--- src/hdl/scmv_ram.sv ---
`default_nettype none
module scmv_ram #(
  parameter int Width = 8,
  parameter int Depth = 16
) (
  input  wire logic                     clk,
  input  wire logic                     we,
  input  wire logic [$clog2(Depth)-1:0] waddr,
  input  wire logic [Width-1:0]         wdata,
  input  wire logic [$clog2(Depth)-1:0] raddr,
  output logic      [Width-1:0]         rdata
);
  logic [Width-1:0] mem [Depth];

  // one write port, registered read
  always_ff @(posedge clk) begin
    if (we) begin
      mem[waddr] <= wdata;
    end
    rdata <= mem[raddr];
  end
endmodule
`default_nettype wire

--- config.mk ---
export PLATFORM = sky130hd
export DESIGN_NAME = scmv_ram
export DESIGN_NICKNAME = d
export VERILOG_FILES = /design/src/hdl/scmv_ram.sv
export SDC_FILE = /design/constraint.sdc
export NUM_CORES = 1
export LEC_CHECK = 0
export BUFFER_PORTS_ARGS = -buffer_cell sky130_fd_sc_hd__buf_2
export CORE_ASPECT_RATIO = 1.25
export CORE_MARGIN = 1
export CORE_UTILIZATION = 50
export CTS_CLUSTER_SIZE = 20
export DETAILED_ROUTE_END_ITERATION = 8
export PLACE_DENSITY = 0.77
export SYNTH_ARGS = -nofsm -noshare
export SYNTH_HDL_FRONTEND = slang
export SYNTH_SLANG_ARGS = --single-unit
--- constraint.sdc ---
create_clock -name clk -period 3.05 [get_ports clk]
set_clock_uncertainty 0.1 [all_clocks]
set_input_delay 0.61 -clock clk [delete_from_list [all_inputs] [get_ports clk]]
set_output_delay 0.61 -clock clk [all_outputs]
set_load 0.1 [all_outputs]
# Yosys cells after proc, flatten, opt, wreduce, memory -nomap -nowiden
# Memories as Yosys holds them, arrays and structs flattened. A register that Yosys moved wholly into a read port is not among the register bits.
# Index checks and enable logic that the tools add are counted.
# word_totals
regBits	0
ramBits	128
in_bits	18
out_inout_bits	8
wordCells	3
n_memories	1
# op_classes
mux	2
# mem_list
memory	words	width	rd	rd_ports_with_merged_regs	wr	line	rtl
mem	16	8	1	1	1	13	logic [Width-1:0] mem [Depth];
# op_table
cell	n
two-way mux 1 bit	2

# Longest topological paths before layout
# depth
depth_word	2
depth_mapped	5
mapped_depth_nobuf	3

# Worst setup path before layout
# No wires, ideal clock.
# synth_timing
path_type	input port to flip-flop
startpoint	in waddr[2]
endpoint	mem mem[0][0] (enable)
setup_time_ps	383
arrival_ps	1720
t_required_ps	2567
path_slack_ps	847
path_stages	2
n_path_buf	0
path_cell_list	or3b_2 > nor3_1
# synth_lines
element	line	rtl
start, declared	8	input wire logic [$clog2(Depth)-1:0] waddr,
end, declared	13	
# Straight into the memory's write port.

# Final worst setup path
# layout_timing
startpoint	in waddr[2]
endpoint	mem mem[2][5] (enable)
# Straight into the memory's write port.

==> results <==
- After the first detailed-routing iteration, the DRC count stood at 278.
- The number of global-route vias before repair is 2451.
- The number of nets handed over by synthesis was 247.
- The tool flagged a number of max-cap violations equal to 0.
- The leading register cell type out of synthesis is sky130_fd_sc_hd__edfxtp_1.
- The number of gates given a new drive strength after cts is 0.
- The synthesized netlist contains 19 unique library cells.
- 0 antenna diodes ended up in the layout.
- The number of buffers added on ports is 25.
- Counting flops with a built-in enable in the synthesized netlist gives 128.
- STA classifies the critical path startpoint as an input pin.
- The number of stages on the worst hold path is 1.
- In this run the cell area measured after placement is 0.00548 sq mm.
- In the final layout, the share of cells above drive strength 1 is 0.312.
- The endpoint of the worst setup timing path is mem[2][5].
- At the worst endpoint, the required time is 2990 ps.
- The full die area is 0.0107 sq mm.
- The largest net degree at the start of global routing is 33.
- Subtracting the final worst setup slack from the clock period gives 1900 ps.
- The core region is 0.0101 sq mm.
- The worst reg2reg path endpoint is rdata[1].
- Summed over all nets, the switching power comes to 940 uW.
- From left edge to right edge, the die measures 92.8 um.
- Setup repair after global routing left no endpoint under its margin.
- The run finished with clean final reports.
- The number of vias per cell is 6.02.
- After detailed routing, the average wire length per cell comes to 24.2 um.
- The fraction of power spent switching nets is 0.208.
- The number of cells on the worst reg-to-reg path is 3.
- For this run, design rule violations remaining after detail routing come to 0.
- The number of hold buffers added after CTS was 0.
- The worst register-to-register path has a setup slack of 1510 ps.
- The number of instances in the synthesized netlist is 229.
- The internal power summed over all cells is 3580 uW.
- The beginning of the critical path is waddr[2].
- The synthesized area is 0.00515 sq mm.
- The initial antenna violation count is 0.
- The count of pins on the block boundary is 26.
- The H-tree depth is 4.
- The largest driver fanout on the critical path is 8.
- TritonCTS built the clock tree.
- The final period utilization is 0.622.
- Of the post-synthesis cell area, the dominant cell type holds 0.747.
- The beginning of the worst register-to-register path is mem[2][1].
- The worst pin sits at a relative slew slack of 0.497.
- The starting utilization of the core area is 0.512.
- The floorplan step set the die height to 115 um.
- The final design instance area without fill is 0.00611 sq mm.
- The site row count is 41.
- The net count of the finished layout is 297.
- The power density normalized to cell area is 740 mW/mm^2.
- The final HPWL from detailed placement is 5.98 mm.
- The max-slew violation total from the final report came to 0.
- In this run the remaining antenna-violating nets after routing total 0.
- The first global-routing pass estimated 14.8 mm of wire.
- The number of failing hold endpoints at the final stage was 0.
- For the worst setup path, the data arrival time is 1840 ps.
- For this run, asynchronously set or reset flops after synthesis account for 0.
- For this run, the detailed router's first-pass iteration total came to 5.
- Of the synthesized area, sequential elements account for 0.778.
- Setup violations remaining at the end of the flow were counted as 0.
- The clock transition at the registers of the reported paths is 50 ps.
- The root cell of the clock tree is sky130_fd_sc_hd__clkbuf_16.
- The latest clock arrival within the worst-skew pair is 410 ps.
- For the pin with the worst max-slew slack, the measured transition is 755 ps.
- The count of warnings emitted by yosys is 0.
- The highest attainable clock frequency is 527 MHz.
- The biggest area contributor in the post-synthesis netlist is sky130_fd_sc_hd__edfxtp_1.
- The total setup buffers inserted after CTS is 0.
- The average cell area after synthesis is 22.5 sq um.
- Of the total power, the clock network draws 0.473.
- The global placement routability congestion is 0.804.
- The share of power burned in combinational logic is 0.062.
- The longest clock path from root to sink contains 2 buffers.
- The worst min-delay path category is in2reg.
- In this run, synthesis produced a sequential element count of 136.
- Adding up every negative setup slack in the final design gives 0 ps.
- The overall routed net length is 10.2 mm.
- After filler insertion, the fill cell instance count of the layout stands at 728.
- Of the total power, registers draw 0.465.
- By area the synthesized netlist is led by sky130_fd_sc_hd__edfxtp_1, sky130_fd_sc_hd__mux4_2, sky130_fd_sc_hd__mux4_1.
- STA classifies the critical path endpoint as a flop.
- The total track usage is 0.205.
- In this run the static leakage power is 0.00209 uW.
- IR analysis of the VDD net gives a maximum drop of 0.439 mV.
- The category of the critical setup timing path is in2reg.
- The number of clock buffers added by TritonCTS is 17.
- From synthesis to final layout, the design area changed by 18.7%.
- The CTS sink count is 136.
- The routed via count is 2534.
- The leftover overflow at the end of global routing is 0.
==> placed cells by master (no fill, tap or decap), types with 2 or more instances in the layout <==
cell type	instances
sky130_fd_sc_hd__mux4_2	18
sky130_fd_sc_hd__buf_4	15
sky130_fd_sc_hd__mux4_1	14
sky130_fd_sc_hd__clkinv_2	4
sky130_fd_sc_hd__nand2_1	9
sky130_fd_sc_hd__nand3b_1	2
sky130_fd_sc_hd__nand2b_1	2
sky130_fd_sc_hd__nor2_1	13
sky130_fd_sc_hd__clkbuf_8	2
sky130_fd_sc_hd__edfxtp_1	128
sky130_fd_sc_hd__clkinv_4	2
sky130_fd_sc_hd__dfxtp_1	8
sky130_fd_sc_hd__buf_2	25
sky130_fd_sc_hd__clkbuf_16	17
sky130_fd_sc_hd__bufinv_16	4
sky130_fd_sc_hd__a22oi_1	16
sky130_fd_sc_hd__nor3_1	4
==> per-layer routing <==
layer  vias to the layer above  track usage  wire length, um
li1                       1075            -                -
met1                      1306        0.258             3970
met2                       130        0.339             5280
met3                        23       0.0531              718
met4                         0       0.0903              209
met5                         -            0                0
==> logic make-up after synthesis <==
kind of cell           synth area share
AND/OR/NAND/NOR                  0.0318
multiplexers                      0.150
flip-flops                        0.778
buffers and inverters            0.0168
AO/OA/AOI/OAI                    0.0233
==> cell type report <==
cell class / instances / area, sq um / share of cell area
Clock buffer: 20 / 457 / 0.0747
Multi-Input combinational cell: 83 / 1060 / 0.173
Tap cell: 129 / 161 / 0.0264
Timing Repair Buffer: 41 / 258 / 0.0422
Sequential cell: 136 / 4000 / 0.655
Clock inverter: 12 / 174 / 0.0285
==> cells in the mapped netlist, types with 2 or more instances <==
master and instances:
sky130_fd_sc_hd__edfxtp_1 128, sky130_fd_sc_hd__a22oi_1 16, sky130_fd_sc_hd__nor2_1 13, sky130_fd_sc_hd__nand2_1 9
sky130_fd_sc_hd__mux4_1 14, sky130_fd_sc_hd__mux4_2 18, sky130_fd_sc_hd__dfxtp_1 8, sky130_fd_sc_hd__buf_2 3
sky130_fd_sc_hd__nor3_1 4, sky130_fd_sc_hd__nand2b_1 2, sky130_fd_sc_hd__buf_6 3, sky130_fd_sc_hd__clkdlybuf4s25_2 3
sky130_fd_sc_hd__nand3b_1 2
==> state kept, by name (all words and copies together), names as in the netlist <==
| register | flops |
|---|---|
| rdata | 8 |
| mem | 128 |
==> how the worst min path moves through the flow <==
stage                           from   endpoint  slack, ps
after detailed placement  mem[15][5]   rdata[5]        560
after global routing        wdata[5]  mem[8][5]        490
after global placement    mem[15][5]   rdata[5]        550
final                       wdata[6]  mem[3][6]        490
after floorplan            mem[7][0]   rdata[0]        530
after CTS                   wdata[5]  mem[8][5]        480
==> per-stage QoR <==
stage / total power [uW] / hold WS (ps) / std cells / setup slack, ps / utilization
after floorplan: 2330 / 529 / 229 / 847 / -
after global placement: 2410 / 551 / 389 / 754 / 0.545
after detailed placement: 2420 / 555 / 389 / 730 / 0.545
after CTS: 4530 / 476 / 421 / 1170 / 0.608
after global routing: 4620 / 485 / 421 / 1100 / 0.608
final: 4520 / 485 / 421 / 1150 / 0.608
==> critical path, cell delays in order <==
cell                     delay (ps)
sky130_fd_sc_hd__buf_2          120
sky130_fd_sc_hd__or3b_2         510
sky130_fd_sc_hd__nor2_1         590
==> power by group through the flow <==
stage                     registers [uW]  clock network [uW]  logic [uW]
after detailed placement            2140                   0         278
final                               2100                2140         279
after floorplan                     2230                   0         106
after global routing                2110                2220         293
after global placement              2140                   0         273
after CTS                           2100                2150         281
Power figures use the tool's default switching activity.
