===== src/hdl/scmv_pkg.sv =====
`default_nettype none
package scmv_pkg;
  localparam int Faces = 1024;
  localparam int Colors = 32;
  localparam int CountBits = 24;
  localparam int FaceBits = 10;
  localparam int ColorBits = 5;
  localparam int AddrBits = FaceBits + ColorBits;
  localparam int Depth = Faces * Colors;
  localparam logic [CountBits-1:0] CountMax = '1;

  typedef enum logic [1:0] {
    OP_LOAD = 2'd0, OP_PIXEL = 2'd1, OP_QUERY = 2'd2, OP_CLEAR = 2'd3
  } opcode_t;

  localparam logic [2:0] ST_COUNTED = 3'd0;
  localparam logic [2:0] ST_BACKGROUND = 3'd1;
  localparam logic [2:0] ST_UNMATCHED = 3'd2;
  localparam logic [2:0] ST_RANGE = 3'd3;
  localparam logic [2:0] ST_QUERY = 3'd4;
  localparam logic [2:0] ST_DONE = 3'd5;

  localparam int RegRadix = 0;

  typedef struct packed {
    logic [1:0] opcode;
    logic [7:0] pixel_red;
    logic [7:0] pixel_green;
    logic [7:0] pixel_blue;
    logic [7:0] id_red;
    logic [7:0] id_green;
    logic [7:0] id_blue;
    logic [4:0] entry_index;
    logic       entry_excluded;
    logic [9:0] face_select;
  } in_item_t;

  typedef struct packed {
    logic [2:0]  status;
    logic [9:0]  face_index;
    logic [4:0]  matched_color;
    logic        winner_found;
    logic [4:0]  winner_color;
    logic [23:0] winner_count;
  } out_item_t;
endpackage
`default_nettype wire


===== src/hdl/scmv_palette.sv =====
`default_nettype none
module scmv_palette import scmv_pkg::*; (
  input  wire logic                 clk,
  input  wire logic                 rst,
  input  wire logic                 we,
  input  wire logic [ColorBits-1:0] windex,
  input  wire logic                 wexcl,
  input  wire logic [23:0]          wrgb,
  input  wire logic [23:0]          match_rgb,
  output logic                      hit,
  output logic      [ColorBits-1:0] hit_index,
  input  wire logic [ColorBits-1:0] elig_index,
  output logic                      eligible
);
  logic [Colors-1:0] valid;
  logic [Colors-1:0] excl;
  logic [23:0]       rgb [Colors];

  // palette entries in flops, valid cleared at reset
  always_ff @(posedge clk) begin
    if (rst) begin
      valid <= '0;
    end else if (we) begin
      valid[windex] <= 1'b1;
    end
    if (we) begin
      excl[windex] <= wexcl;
      rgb[windex] <= wrgb;
    end
  end

  // lowest matching valid index
  always_comb begin
    hit = 1'b0;
    hit_index = '0;
    for (int i = Colors - 1; i >= 0; i--) begin
      if (valid[i] && rgb[i] == match_rgb) begin
        hit = 1'b1;
        hit_index = ColorBits'(i);
      end
    end
  end

  assign eligible = valid[elig_index] && !excl[elig_index];
endmodule
`default_nettype wire

===== config.mk =====
export PLATFORM = sky130hd
export DESIGN_NAME = scmv_palette
export DESIGN_NICKNAME = d
export VERILOG_FILES = /design/src/hdl/scmv_pkg.sv /design/src/hdl/scmv_palette.sv
export SDC_FILE = /design/constraint.sdc
export NUM_CORES = 1
export LEC_CHECK = 0
export BUFFER_PORTS_ARGS = -buffer_cell sky130_fd_sc_hd__buf_2
export CAP_MARGIN = 20
export CELL_PAD_IN_SITES_DETAIL_PLACEMENT = 0
export CELL_PAD_IN_SITES_GLOBAL_PLACEMENT = 1
export CORE_ASPECT_RATIO = 0.5
export CORE_MARGIN = 3
export CORE_UTILIZATION = 45
export DETAILED_ROUTE_END_ITERATION = 6
export PLACE_DENSITY = 0.77
export SETUP_SLACK_MARGIN = 0.1
export SYNTH_ARGS = -nofsm -noshare
export SYNTH_HDL_FRONTEND = slang
export SYNTH_SLANG_ARGS = --single-unit

===== constraint.sdc =====
create_clock -name clk -period 5.6 [get_ports clk]
set_clock_uncertainty 0.2 [all_clocks]
set_input_delay 0.56 -clock clk [delete_from_list [all_inputs] [get_ports clk]]
set_output_delay 0.56 -clock clk [all_outputs]
set_load 0.02 [all_outputs]

-- Word-level counts from Yosys, hierarchy flattened
Memory sizes are Yosys's and may differ from the RTL's.
Index checks and enable logic that the tools add are counted.
- register bits after elaboration: 64
- memory bits (writable): 768
- input port bits: 62
- logic and storage cells: 147
- memories kept: 1
- magnitude comparators: 3
- equal/unequal tests: 32
- mux-type cells: 73
- bitwise gates (word level): 1
- reduce and logical (&&, ||, !) cells: 35
- memory list (memory ; depth ; bits a word ; read ports ; clocked after Yosys merged registers in ; wr ports ; RTL line ; source):
    rgb ; 32 ; 24 ; 32 ; 0 ; 1 ; scmv_palette.sv:17 ; logic [23:0] rgb [Colors];
- operator list (kind ; count):
    $eq 24x24->1 ; 32
    $mux 5 ; 32
    $mux 1 ; 37
    $logic_and 1x1->1 ; 34
    $bwmux 32 ; 1
    $or 32x32->32 ; 1
    $lt 5x6->1 const B ; 2
    $bmux 1 s5 ; 2
    $demux 1 s5 ; 1
    $ge 5x1->1 const B ; 1
    $logic_not 1->1 ; 1

-- Depth between registers and ports, before layout
- depth after elaboration: 34
- gate-level depth with buffers: 13
- mapped depth without buffers: 10

-- Worst setup path before layout
OpenSTA, ideal clock, no wires.
- kind: in2out
- start: input match_rgb[0]
- end: output hit_index[0]
- arrival time: 2474 ps
- required time: 4840 ps
- slack: 2366 ps
- stages: 12
- buffers on the path: 3
- path through: buf_2 buf_2 buf_4 xnor2_1 nand4_1 nor3_1 nand4_1 nand3_1 a311oi_1 o31ai_1 a21oi_1 o22ai_1
- cells in the longest elaborated chain, start to end: 34
- RTL lines (item ; RTL line ; source):
    start, declared ; scmv_palette.sv:9 ; input wire logic [23:0] match_rgb,
    $eq 24x24->1 ; scmv_palette.sv:37 ; if (valid[i] && rgb[i] == match_rgb) begin
    $logic_and 1x1->1 ; scmv_palette.sv:37 ;
    $mux 5 (31 in a row) ; scmv_palette.sv:37 ;
    $mux 5 (*) ; scmv_palette.sv:37 ;
    end, declared ; scmv_palette.sv:11 ; output logic [ColorBits-1:0] hit_index,
Every way passes the cells marked *; elsewhere a longest branch is shown, timed or not.

-- Worst setup path in the final report
- start: input match_rgb[13]
- end: output hit_index[0]
The elaborated chain is that of the path after synthesis.

==> impl_results.md <==
* Worst-Skew Late Latency at 630 ps
* Critical hold path startpoint: wrgb[0]
* Max Cap Viol at 0
* DRC at 7
* WL/cell at 31.1 um
* Gr ovfl total at 0
* Layout cells sized above 1 at 0.131
* Cell leakage power at 12.7 nW
* Num CTS Buffers at 75
* Simple-Gate Fraction of Synth Area at 0.0684
* Final Setup Violations at 0
* Post-synthesis cell count at approximately 2200
* Worst Hold Class: in2reg
* Max Root-Sink Buffers at 3
* Hold path endpoint: rgb[23][0]$_DFFE_PP_
* Setup TNS at 0 ps
* Failing checks: design-rule violations
* Area grow syn2layout at 12.4%
* Final nets at 2423
* Slew Limit Fails at 0
* Status: finished with violations
* Top-area cell type share of the netlist area at 0.685
* Seq/Total Area, Yosys at 0.703
* Core Rows at 71
* DR vias/cell at a little under 6
* Crit-path max cell delay at 480 ps
* Net Switching at 2.95 mW
* Hold Path Cell Cnt at 1
* Final Hold Vio Count at 0
* Core box area at roughly 76000 um2
* Clock share of power at 0.401
* Slowest cell on the critical path: buf_4
* Antenna-violating nets left at 0
* P per Cell Area at 331 nW/um2
* Max H-tree Level at 3
* Critical R2R Launch: valid[19]$_SDFFE_PP0P_
* Flop pwr share at 0.531
* Clock sink count at 832
* Switching part of the total power at 0.226
* Mapped Avg Cell Area at between 15 and 20 um2
* CTS root buf: clkbuf_16
* Peak VDD IR at 0.187 mV
* Vias at 20000
* Async SR Flop Fraction at 0
* Main combinational cell family by area after synthesis: XOR/XNOR gates
* Synth Cell Area at 35100 um2
* RSZ-0062 raised after global routing: false
* Fin crit share at 0.816
* Req. time, crit path at 4840 ps
* Largest net degree at the start of global routing at 33
* Post-synth EDFFs at 800
* Buffers on Ports at 68
* Worst-path clk slew at 60 ps
* Post-synth top flop: edfxtp_1
* Placed Instances at 3305
* Drt first pass iters at 7
* I/O pin count at 69
* Post-synth cell types at 38
* Overall Power at 13.0 mW
* Synthesis-stage register bit count at 832
* Placer Congestion at 0.818
* Initial DRC Count at about 3000
* DIE HEIGHT at 203 um
* Inserted Diodes at 0
* Endpoint type of the worst setup path: primary output
* Leading area contributor after synthesis: edfxtp_1
* Starting Density at 0.461
* Synth top cells by count: edfxtp_1 (800), xor2_1 (433), xnor2_1 (333), nand4_1 (111), nor2_1 (103)
* Vias in the first global route at 19100
* Setup repair bufs after CTS at 0
* DP Area at 37000 um2
* Minimum clock period at 4570 ps
* Mux share of post-synthesis cell area at 0.00321
* Die area at 81500 um2
* Synth Area in Compound Gates at 0.00802
* First-pass GRT wire length at 147 mm
* Worst relative slew slack at 0.169
* Post-CTS sizing at 0
* Hold buffers post-CTS at 0
* RR Endpoint: valid[19]$_SDFFE_PP0P_
* CP startpoint kind: input pin
* Die width at between 400 and 500 um
* Final Non-Filler Cells at around 3400
* GRT Util Overall at 0.260
* Hold_ws at 179 ps
* Crit Path Category: in2out
* CP Cell Sequence: buf_2, buf_4, xor2_1, nor4_1, nand3_1, nor3_1, nand4_1, o21ai_0, a21oi_1, o31ai_1, a21oi_1, o22ai_1, buf_2
* R2R depth at 2
* Synth Area in XOR/XNOR at 0.192
* Worst slew pin tran at 1250 ps
* YS warnings at 0
* Dominant cells by area after synthesis: edfxtp_1 (68%), xor2_1 (11%), xnor2_1 (8.3%), nand4_1 (2.0%), dfxtp_1 (1.8%)
* Most frequent cell after synthesis: edfxtp_1
* Synthesized-area fraction occupied by adder cells at 0
* Final wirelength at 107 mm
* Reg2reg setup slack at approximately 4700 ps
* Post-synth net total at 2286
* CTS tree: done
* Initial antenna violation count at 4
* HPWL Detailed at 59.8 mm
* CP Max Fanout at 13
* Achievable frequency at 219 MHz
* Post-layout instance area at ~39000 um2
* CP Data Arrival Time at 3810 ps
* Logic pwr share at 0.069
* P_int at 10.1 mW
[per-layer routing]
layer	up-vias	GRT usage	routed length (um)
li1	8337	-	-
met3	171	0.0655	12700
met1	10200	0.367	43000
met2	1234	0.405	48400
met5	-	0	0
met4	0	0.0686	2820
[per-stage QoR]
step                      setup WS [ps]   util
after floorplan                    2370      -
after global placement             1070  0.483
after detailed placement           1050  0.485
after CTS                          1040  0.518
after global routing                914  0.518
final                              1030  0.518
[worst max path at each step]
| stage | depth (start not counted) | slack [ps] | from | end |
|---|---|---|---|---|
| after detailed placement | 13 | 1050 | match_rgb[13] | hit_index[0] |
| after global placement | 13 | 1070 | match_rgb[13] | hit_index[0] |
| after CTS | 13 | 1040 | match_rgb[13] | hit_index[0] |
| after global routing | 13 | 910 | match_rgb[13] | hit_index[0] |
| after floorplan | 12 | 2370 | match_rgb[0] | hit_index[0] |
| final | 13 | 1030 | match_rgb[13] | hit_index[0] |
[cell usage in the layout, fill, tap and decap left out, types with 5 or more instances in the layout]
cell / instances
bufinv_16: 6
dfxtp_1: 32
xnor2_1: 333
buf_4: 73
nand2_1: 42
nand4_1: 111
nand3b_1: 5
edfxtp_1: 800
buf_12: 18
nor3_1: 55
clkinv_1: 12
mux4_2: 5
nor2_1: 71
o32ai_1: 16
clkbuf_16: 81
clkbuf_1: 16
nor4_1: 96
clkinv_2: 20
inv_1: 22
a21oi_1: 5
nand3_1: 28
xor2_1: 433
buf_2: 68
nor2_2: 28
[cell type report]
type / count / area [um2]
clock buffers: 99 / 2110
clock inverters: 39 / 333
fillers: 6127 / 36700
inverters: 22 / 82.6
multi-input cells: 1267 / 9640
flip-flops and latches: 832 / 24700
well taps: 1022 / 1280
repair buffers: 163 / 1320
[registers in the layout, summed over array words and instances, names as in the netlist]
signal / cells
excl: 32
rgb: 768
valid: 32
[worst max-delay path, delay by kind of cell]
family | cells | cell delay [ps]
xor+xnor | 1 | 120
simple gates | 4 | 1100
compound gates | 5 | 820
buf+inv | 3 | 1170
[logic make-up after synthesis]
logic type      Yosys count
simple gates            455
flops                   832
buf+inv                 125
mux                       5
compound gates           39
xor+xnor                768
[power by group through the flow]
stage / Clock, mW / Sequential, mW / Combinational (mW)
6_report: 5.22 / 6.92 / 0.895
5_1_grt: 5.52 / 6.92 / 0.925
4_1_cts: 5.25 / 6.92 / 0.879
3_5_place_dp: 0 / 7.06 / 0.876
3_3_place_gp: 0 / 7.05 / 0.859
2_1_floorplan: 0 / 7.05 / 0.450
No activity file was read; power rests on OpenSTA's default activity.
